--- src/hdl/kws_pkg.sv ---
// shared types and constants for the wind spectrum evaluator
`timescale 1ns / 1ps
package kws_pkg;

    // base-2 logarithm, signed q.16
    typedef logic signed [31:0] log_t;

    localparam logic [14:0] LOG_C = 15'd22500;
    localparam int          ONE_Q16 = 65536;

    // x/6 as (x * DIV6_MUL) >> DIV6_SHIFT, exact for x below 2^29
    localparam logic [27:0] DIV6_MUL   = 28'd178956971;
    localparam int          DIV6_SHIFT = 30;

    // a reduced term this large skips the log(1 + x) step
    localparam log_t LS_BIG = 32'sd2097152;

    localparam logic [1:0] OP_ALONG  = 2'd0;
    localparam logic [1:0] OP_ACROSS = 2'd1;
    localparam logic [1:0] OP_VERT   = 2'd2;
    // spare code, treated as a cross component
    localparam logic [1:0] OP_SPARE  = 2'd3;

    localparam logic [1:0] REG_GAIN  = 2'd0;
    localparam logic [1:0] REG_SHAPE = 2'd1;
    localparam logic [1:0] REG_RISE  = 2'd2;
    // unused index, writes are dropped
    localparam logic [1:0] REG_SPARE = 2'd3;

    localparam logic [23:0] GAIN_RST  = 24'd16384;
    localparam logic [23:0] SHAPE_RST = 24'd1159168;
    localparam logic [23:0] RISE_RST  = 24'd3092480;

    localparam logic [1:0] ST_OK   = 2'd0;
    localparam logic [1:0] ST_ZSPD = 2'd1;
    localparam logic [1:0] ST_SAT  = 2'd2;

    // per-beat flags that ride along the pipeline
    typedef struct packed {
        logic along;
        logic spd_zero;
        logic res_zero;
        logic sh_skip;
        logic ri_skip;
    } side_t;

endpackage

--- src/hdl/kws_exp2.sv ---
// two-stage base-2 exponential, q16 mantissa and integer exponent
`timescale 1ns / 1ps
module kws_exp2 import kws_pkg::*; (
    input  logic               aclk,
    input  logic               en,
    input  log_t               l,
    output logic [16:0]        mant,
    output logic signed [15:0] ex
);
    logic [15:0]        g1_reg;
    logic signed [15:0] i1_reg, i2_reg;
    logic [30:0]        prod1_reg;
    logic [16:0]        mant2_reg;
    logic [32:0]        pf_c;
    logic [45:0]        cf_c;

    assign pf_c = {17'b0, l[15:0]} * (33'd65536 - {17'b0, l[15:0]});
    assign cf_c = {15'b0, prod1_reg} * {31'b0, LOG_C};

    always_ff @(posedge aclk) begin
        if (en) begin
            g1_reg    <= l[15:0];
            i1_reg    <= l[31:16];
            prod1_reg <= pf_c[30:0];
            mant2_reg <= 17'd65536 + {1'b0, g1_reg} - {3'b0, cf_c[45:32]};
            i2_reg    <= i1_reg;
        end
    end

    assign mant = mant2_reg;
    assign ex   = i2_reg;
endmodule

--- config.mk ---
export PLATFORM = sky130hd
export DESIGN_NAME = kws_exp2
export DESIGN_NICKNAME = d
export VERILOG_FILES = /design/src/hdl/kws_pkg.sv /design/src/hdl/kws_exp2.sv
export SDC_FILE = /design/constraint.sdc
export NUM_CORES = 1
export LEC_CHECK = 0
export ABC_CLOCK_PERIOD_IN_PS = 9000
export BUFFER_PORTS_ARGS = -buffer_cell sky130_fd_sc_hd__buf_2
export CORE_MARGIN = 3
export CORE_UTILIZATION = 43
export DETAILED_ROUTE_END_ITERATION = 8
export SLEW_MARGIN = 20
export SYNTH_ARGS = -nofsm -noshare
export SYNTH_HDL_FRONTEND = slang
export SYNTH_SLANG_ARGS = --single-unit
--- constraint.sdc ---
create_clock -name aclk -period 9 [get_ports aclk]
set_input_delay 1.35 -clock aclk [delete_from_list [all_inputs] [get_ports aclk]]
set_output_delay 1.35 -clock aclk [all_outputs]
set_load 0.02 [all_outputs]
==> reports/summary.txt <==
Outcome: completed
Synth Register Bits: 95
Chip Width: 226 µm
TNS Setup: 0 ns
DRC errors left: 0
Tot GR Track Use: 0.189
DR iter-0 viols: 492
Area growth from synthesis to layout: 7.09%
Initial antenna violation count: 0
Core Region: 0.0471 mm²
Max-cap violations: 0
Synth cell types: 51
Dpl ws: 0.174 ns
H-tree depth: 3
Final ANT Viol Nets: 0
Total gr overflow: 0
Hold Worst Slack: 0.418 ns
RePlAce Congestion: 0.894
Crit end category: flip-flop
Number of flops mapped to enable cells by yosys: 95
Commonest cells after routing, fill and taps aside: inv_1, fa_1, ha_1, nand2b_1, edfxtp_1
WL per Instance: 16.5 µm
Initial Util: 0.441
Req. time, crit path: 9.09 ns
Post-CTS Setup Bufs: 0
Commonest non-fill, non-tap cell in the layout: inv_1
Tcrit/Tclk final: 0.942
Max Slew Vio Count: 0
Synth Instances: 2051
Unrepaired setup endpoints after global routing: no
Total Nets Final: 2859
Yosys Warn Count: 0
Final WL: 45200 µm
Crit start category: primary input
TritonRoute pass-1 iters: 4
Total Die Area: 0.0510 mm²
Largest net degree at the start of global routing: 86
# IOs: 67
Worst Tran Pin Value: 0.806 ns
Hold Crit Class: flip-flop to flip-flop
TritonCTS Buffers: 9
Clk slew on worst S/H paths: 0.07 ns
Via Count: 13226
Port bufs: 66
Die Y: 226 µm
Fmax: 0.118 GHz
Ant diodes: 0
Hold_buf cts: 0
TritonCTS clock tree: built
Crit Path Max Fanout: 6
Worst slew margin: 0.463
Register area share after synthesis: 0.137
HPWL Detailed: 37900 µm
Post-Route Utilization: 0.472
Global-route wire length before repair: 76100 µm
Final setup violation count: 0
Root buffer cell: clkbuf_16
Area contributors post-synth: fa_1, ha_1, edfxtp_1
Row count: 79
Most used DFF post-synth: edfxtp_1
Max FFs per register: 30
Post-layout min period: 8.48 ns
Fin. Hold Viols: 0
Avg Inst Size Synth: 10.1 µm²
Post-layout worst setup margin: 0.523 ns
Post-synth top area share: 0.390
Post-synth top area cell: fa_1
CTS sink count: 95
Max clock buf depth: 2
Drt via density: 4.83
Critical path type: primary input to flip-flop
Ys async rst share: 0
Max Clock Skew: 0.0184 ns
Post_cts resized: 0
WP data arrival: 8.57 ns
Layout cell share with drive strength beyond 1: 0.0521
Mapped Area: 0.0208 mm²
Worst-Skew Late Latency: 0.36 ns
Vias in the first global route: 14871
Fillers: 4393
-- cells in the mapped netlist, types with 3 or more instances --
| library cell | instances |
|---|---|
| nor4_1 | 6 |
| o21a_1 | 8 |
| and3_1 | 4 |
| ha_1 | 294 |
| nor3_1 | 12 |
| clkbuf_1 | 35 |
| inv_1 | 677 |
| a211oi_1 | 4 |
| o211ai_1 | 7 |
| nand2_1 | 21 |
| or3_1 | 3 |
| o2111ai_1 | 3 |
| a21oi_1 | 45 |
| a31oi_1 | 6 |
| nand4_1 | 7 |
| nor2b_1 | 93 |
| xnor2_1 | 40 |
| nand2b_1 | 126 |
| and2_1 | 24 |
| fa_1 | 405 |
| a21o_1 | 16 |
| o21ai_0 | 23 |
| nand3_1 | 12 |
| o41a_1 | 3 |
| o21bai_1 | 7 |
| edfxtp_1 | 95 |
| nor2_1 | 24 |
| nor3b_1 | 3 |
| xor2_1 | 16 |
-- metal layers --
| layer | share of wire | global-route usage | up-vias |
|---|---|---|---|
| li1 | - | - | 6260 |
| met1 | 0.47 | 0.267 | 6761 |
| met2 | 0.49 | 0.323 | 174 |
| met3 | 0.026 | 0.0135 | 31 |
| met4 | 0.011 | 0.0359 | 0 |
| met5 | 0 | 0 | - |
-- worst paths after layout --
path                 start             to  slack, ns  depth (start not counted)
max                   l[9]  prod1_reg[28]       0.52                         25
min             i1_reg[10]         ex[10]       0.42                          0
max reg2reg  prod1_reg[15]       mant[16]       1.05                         30
min reg2reg     i1_reg[10]         ex[10]       0.42                          0
-- through the flow --
stage | cell area [µm²] | cells
global placement | 22000 | 2722
CTS | 22200 | 2737
detailed placement | 22000 | 2722
global route | 22200 | 2737
finish | 22200 | 2737
floorplan | 20800 | 2061
-- cells by family (layout without fill, tap and decap cells) --
kind of cell	Yosys count	in the layout	synth area share
simple gates	342	342	0.0969
flops	95	95	0.137
buf+inv	713	782	0.129
compound gates	142	142	0.0447
fa+ha+maj	699	699	0.567
mux	2	2	0.000964
xor+xnor	56	56	0.0236
other cells	2	12	0.000361
-- critical path, cell delays in order --
cell      delay, ns
buf_2          0.11
or4_1          0.66
nor4_1         0.27
inv_1          0.13
or3_1          0.37
nor2_1         0.12
ha_1           0.29
nand2b_1       0.19
fa_1           0.51
fa_1           0.53
fa_1           0.51
inv_1          0.05
fa_1           0.48
fa_1           0.48
inv_1          0.05
fa_1           0.47
inv_1          0.04
ha_1           0.35
nand4_1        0.16
a21oi_1        0.09
o41a_1         0.42
o41a_1         0.42
a21oi_1        0.23
o21ai_0        0.14
xor2_1         0.15
-- cell type report --
type / instances / area [µm²] / area share
Tap cell: 607 / 759 / 0.0341
Timing Repair Buffer: 90 / 517 / 0.0232
Sequential cell: 95 / 2850 / 0.128
Clock inverter: 6 / 68.8 / 0.00309
Inverter: 677 / 2540 / 0.114
Clock buffer: 9 / 225 / 0.0101
Multi-Input combinational cell: 1253 / 15300 / 0.687
Power is left out: the tool's default activity adds up to more than one toggle a clock period on the data nets, which glitch-free logic cannot reach.
