===== config.mk =====
export PLATFORM = sky130hd
export DESIGN_NAME = kws_log2
export DESIGN_NICKNAME = d
export VERILOG_FILES = /design/src/hdl/kws_pkg.sv /design/src/hdl/kws_log2.sv
export SDC_FILE = /design/constraint.sdc
export NUM_CORES = 1
export LEC_CHECK = 0
export BUFFER_PORTS_ARGS = -buffer_cell sky130_fd_sc_hd__buf_2
export CORE_MARGIN = 5
export CORE_UTILIZATION = 60
export CTS_BUF_LIST = sky130_fd_sc_hd__clkbuf_8 sky130_fd_sc_hd__clkbuf_16
export CTS_CLUSTER_DIAMETER = 50
export DETAILED_ROUTE_END_ITERATION = 8
export PLACE_DENSITY = 0.8
export SLEW_MARGIN = 20
export SYNTH_ARGS = -nofsm -noshare
export SYNTH_HDL_FRONTEND = slang
export SYNTH_SLANG_ARGS = --single-unit

===== constraint.sdc =====
create_clock -name aclk -period 7.9 [get_ports aclk]
set_input_delay 0.395 -clock aclk [delete_from_list [all_inputs] [get_ports aclk]]
set_output_delay 0.395 -clock aclk [all_outputs]
set_load 0.02 [all_outputs]

===== src/hdl/kws_pkg.sv =====
// shared types and constants for the wind spectrum evaluator
`timescale 1ns / 1ps
package kws_pkg;

    // base-2 logarithm, signed q.16
    typedef logic signed [31:0] log_t;

    localparam logic [14:0] LOG_C = 15'd22500;
    localparam int          ONE_Q16 = 65536;

    // x/6 as (x * DIV6_MUL) >> DIV6_SHIFT, exact for x below 2^29
    localparam logic [27:0] DIV6_MUL   = 28'd178956971;
    localparam int          DIV6_SHIFT = 30;

    // a reduced term this large skips the log(1 + x) step
    localparam log_t LS_BIG = 32'sd2097152;

    localparam logic [1:0] OP_ALONG  = 2'd0;
    localparam logic [1:0] OP_ACROSS = 2'd1;
    localparam logic [1:0] OP_VERT   = 2'd2;
    // spare code, treated as a cross component
    localparam logic [1:0] OP_SPARE  = 2'd3;

    localparam logic [1:0] REG_GAIN  = 2'd0;
    localparam logic [1:0] REG_SHAPE = 2'd1;
    localparam logic [1:0] REG_RISE  = 2'd2;
    // unused index, writes are dropped
    localparam logic [1:0] REG_SPARE = 2'd3;

    localparam logic [23:0] GAIN_RST  = 24'd16384;
    localparam logic [23:0] SHAPE_RST = 24'd1159168;
    localparam logic [23:0] RISE_RST  = 24'd3092480;

    localparam logic [1:0] ST_OK   = 2'd0;
    localparam logic [1:0] ST_ZSPD = 2'd1;
    localparam logic [1:0] ST_SAT  = 2'd2;

    // per-beat flags that ride along the pipeline
    typedef struct packed {
        logic along;
        logic spd_zero;
        logic res_zero;
        logic sh_skip;
        logic ri_skip;
    } side_t;

endpackage


===== src/hdl/kws_log2.sv =====
// four-stage base-2 logarithm with quadratic mantissa correction
`timescale 1ns / 1ps
module kws_log2 import kws_pkg::*; #(
    parameter int W    = 24,
    parameter int FRAC = 0
) (
    input  logic         aclk,
    input  logic         en,
    input  logic [W-1:0] x,
    output log_t         lg
);
    localparam int PW = $clog2(W);

    logic [W-1:0]    x1_reg;
    logic [PW-1:0]   p1_reg, p2_reg, p3_reg;
    logic [15:0]     m2_reg, m3_reg;
    logic [30:0]     prod3_reg;
    log_t            lg_reg;

    logic [PW-1:0]   p_c;
    logic [PW-1:0]   sh_c;
    logic [W+15:0]   norm_c;
    logic [32:0]     pf_c;
    logic [45:0]     cf_c;
    log_t            ptop_c;

    // leading one
    always_comb begin
        p_c = '0;
        for (int b = 0; b < W; b++) begin
            if (x[b]) begin
                p_c = PW'(b);
            end
        end
    end

    assign sh_c   = PW'(W - 1) - p1_reg;
    assign norm_c = {x1_reg, 16'b0} << sh_c;
    assign pf_c   = {17'b0, m2_reg} * (33'd65536 - {17'b0, m2_reg});
    assign cf_c   = {15'b0, prod3_reg} * {31'b0, LOG_C};
    assign ptop_c = log_t'(p3_reg) - log_t'(FRAC);

    always_ff @(posedge aclk) begin
        if (en) begin
            x1_reg    <= x;
            p1_reg    <= p_c;
            m2_reg    <= norm_c[W+14 -: 16];
            p2_reg    <= p1_reg;
            prod3_reg <= pf_c[30:0];
            m3_reg    <= m2_reg;
            p3_reg    <= p2_reg;
            lg_reg    <= (ptop_c <<< 16) + log_t'(m3_reg) + log_t'(cf_c[45:32]);
        end
    end

    assign lg = lg_reg;
endmodule


==> flow_summary.yaml <==
critical_path:
  critPathMaxFanout: 6
  cp.required_ns: 8.09
  path_class: "flip-flop to flip-flop"
  start_kind: "flip-flop"
  crit_top_cell: "fa_1"
  slowest_stage: "or4_4"
  max_stage_delay_ns: 0.58
  worstPathArrival_ns: 7.91
  cp-end-kind: "flip-flop"
grt:
  grt_pass1_vias: 17527
  grt_max_degree: 74
  grt_pass1_wl_um: 86000
  antenna_found_initial: 0
  grt_overflow: 0
  grt.total_usage_pct: 24.4
synthesis:
  synth_area_leaders: "fa_1, ha_1, edfxtp_1, inv_1, nand2b_1"
  synth.avg_cell_area_um2: 9.95
  ys.flop_type: "edfxtp_1"
  synthCells: 2342
  synth_top_area_share_pct: 34.8
  postSynth.asyncResetShare_pct: 0
  ys_seq_area_share_pct: 15.7
  synth_top_area_cell: "fa_1"
  synth_commonest_cells: "inv_1, fa_1, ha_1"
  post-synth-top-count-cell: "inv_1"
  ys_ff_latch: 122
  ys_warn_count: 0
  syn_area_um2: 23300
  yosysUniqueCellTypes: 69
  synth-edff-count: 122
timing:
  finalSetupTns_ns: 0
  worst_pin_slew_ns: 0.951
  rsz0062_at_grt: "true"
  slew_headroom_pct: 36.6
  fin_ws_ns: 0.177
  slew_viol_final: 0
  setup_violations: 0
  clock_skew_ns: 0.0162
  clock.fmax_ghz: 0.129
  fin_crit_ns: 7.72
  finalHoldViolations: 0
  finalCritPeriodShare_pct: 97.8
run:
  drv_cap: 0
route:
  ant_nets: 0
  drt_pass1_iterations: 6
  vias_per_cell: 5.36
  drtIter0Drc: 972
  vias: 16001
  wl_per_cell_um: 17.3
  routed_wirelength_um: 51500
  route.detailed.drc: 0
cts:
  cts_tree: "yes"
  clk_latency_ns: 0.44
  path_clk_slew_ns: 0.07
  htreeDepth: 4
  numCtsBuffers: 17
  cts_sinks: 122
  root_buffer: "clkbuf_16"
  clockBufferDepth: 2
floorplanning:
  io_pins: 58
  die_w_um: 207
  die_y_um: 207
  start_util_pct: 60.4
  rows: 72
  fp.dieArea_um2: 42900
  fp.coreArea_um2: 38600
placed_design:
  dpl.hpwl_um: 41900
  dp_worst_setup_slack_ns: -0.229
  place.gp.congestion: 0.901
  numPortBuffers: 47
  dp.cells: 2936
cells_and_area:
  largest_reg_flops: 30
  drive_gt1_share_pct: 9.25
  multi_input_area_um2: 17100
  area_delta_synth_final_pct: 9.43
  n_antenna_cell: 0
  fin_nets: 3180
  stdcell_count: 2984
  fill_cells: 2847
  seq_area_um2: 3660
outcome:
  outcome: "finished, final reports clean"
hold_path:
  hold_class: "input port to flip-flop"
-- what timing repair did --
action,4_1_cts,5_1_grt
hold buffers,0,0
setup buffers,1,14
gates resized for setup,6,48
pin swaps,1,17
endpoints found under the setup margin,10,16
-- per-stage QoR --
| stage | instance area (um^2) | hold slack (ns) | utilization, % |
|---|---|---|---|
| global route | 25500 | 0.131 | 66.1 |
| global placement | 24500 | 0.404 | 63.6 |
| detailed placement | 24500 | 0.406 | 63.6 |
| floorplan | 23400 | 0.400 | - |
| CTS | 25100 | 0.129 | 65.2 |
| finish | 25500 | 0.136 | 66.1 |
-- cells by family after synthesis --
group	after synthesis	synth area share, %
XOR/XNOR	53	1.99
buffers and inverters	742	12.1
multiplexers	46	2.12
adder cells (fa/ha/maj)	701	50.7
AO/OA/AOI/OAI	219	6.13
other	2	0.0322
AND/OR/NAND/NOR	457	11.2
flip-flops	122	15.7
-- layout make-up --
class	count	area share [%]
inverter	678	9.98
multi-input combinational	1498	67.2
clock buffer	17	1.67
sequential	122	14.4
clock inverter	15	0.668
tap	518	2.54
timing repair buffer	136	3.59
-- final timing paths --
kind | endpoint | slack [ns] | cells after the start | start
hold reg to reg | p3_reg[1] | 0.43 | 0 | p2_reg[1]
hold / removal | x1_reg[0] | 0.14 | 1 | x[0]
setup reg to reg | prod3_reg[29] | 0.18 | 28 | m2_reg[4]
setup / recovery | prod3_reg[29] | 0.18 | 28 | m2_reg[4]
-- routing by layer --
layer / share of wire [%] / vias to the layer above / global-route usage [%]
met5: 0 / - / 0
met4: 3.0 / 0 / 7.39
met1: 41 / 7988 / 31.2
li1: - / 7405 / -
met2: 51 / 490 / 43.5
met3: 5.4 / 118 / 3.31
-- critical path: cells and delay by family (launching register included) --
kind | cells | cell delay (ns)
simple gates | 8 | 1.87
buf+inv | 6 | 0.43
xor+xnor | 1 | 0.15
compound gates | 5 | 0.92
flops | 1 | 0.40
fa+ha+maj | 8 | 3.72
-- cells in the final DEF, fill, tap and decap left out, types with 7 or more instances in the layout --
| master | netlist | routed |
|---|---|---|
| nor3b_1 | 8 | 8 |
| fa_1 | 405 | 403 |
| clkbuf_16 | 0 | 17 |
| and2_1 | 27 | 27 |
| o21a_1 | 10 | 10 |
| mux2_2 | 7 | 7 |
| nand3_1 | 22 | 21 |
| o21ai_0 | 33 | 30 |
| buf_4 | 10 | 87 |
| nor2_1 | 52 | 52 |
| a21oi_1 | 64 | 59 |
| nand2_1 | 55 | 54 |
| a211oi_1 | 16 | 12 |
| conb_1 | 2 | 22 |
| xnor2_1 | 38 | 37 |
| xor2_1 | 15 | 14 |
| o21bai_1 | 7 | 7 |
| buf_2 | 2 | 46 |
| ha_1 | 296 | 289 |
| mux2i_1 | 37 | 37 |
| a21o_1 | 23 | 23 |
| edfxtp_1 | 122 | 122 |
| nand2b_1 | 143 | 143 |
| or2b_1 | 12 | 12 |
| nor3_1 | 18 | 17 |
| inv_1 | 677 | 677 |
| nor2b_1 | 81 | 81 |
| o22ai_1 | 8 | 8 |
Power is not shown: default switching activity piles up to over one toggle a cycle in this logic, so the estimate is an artifact.
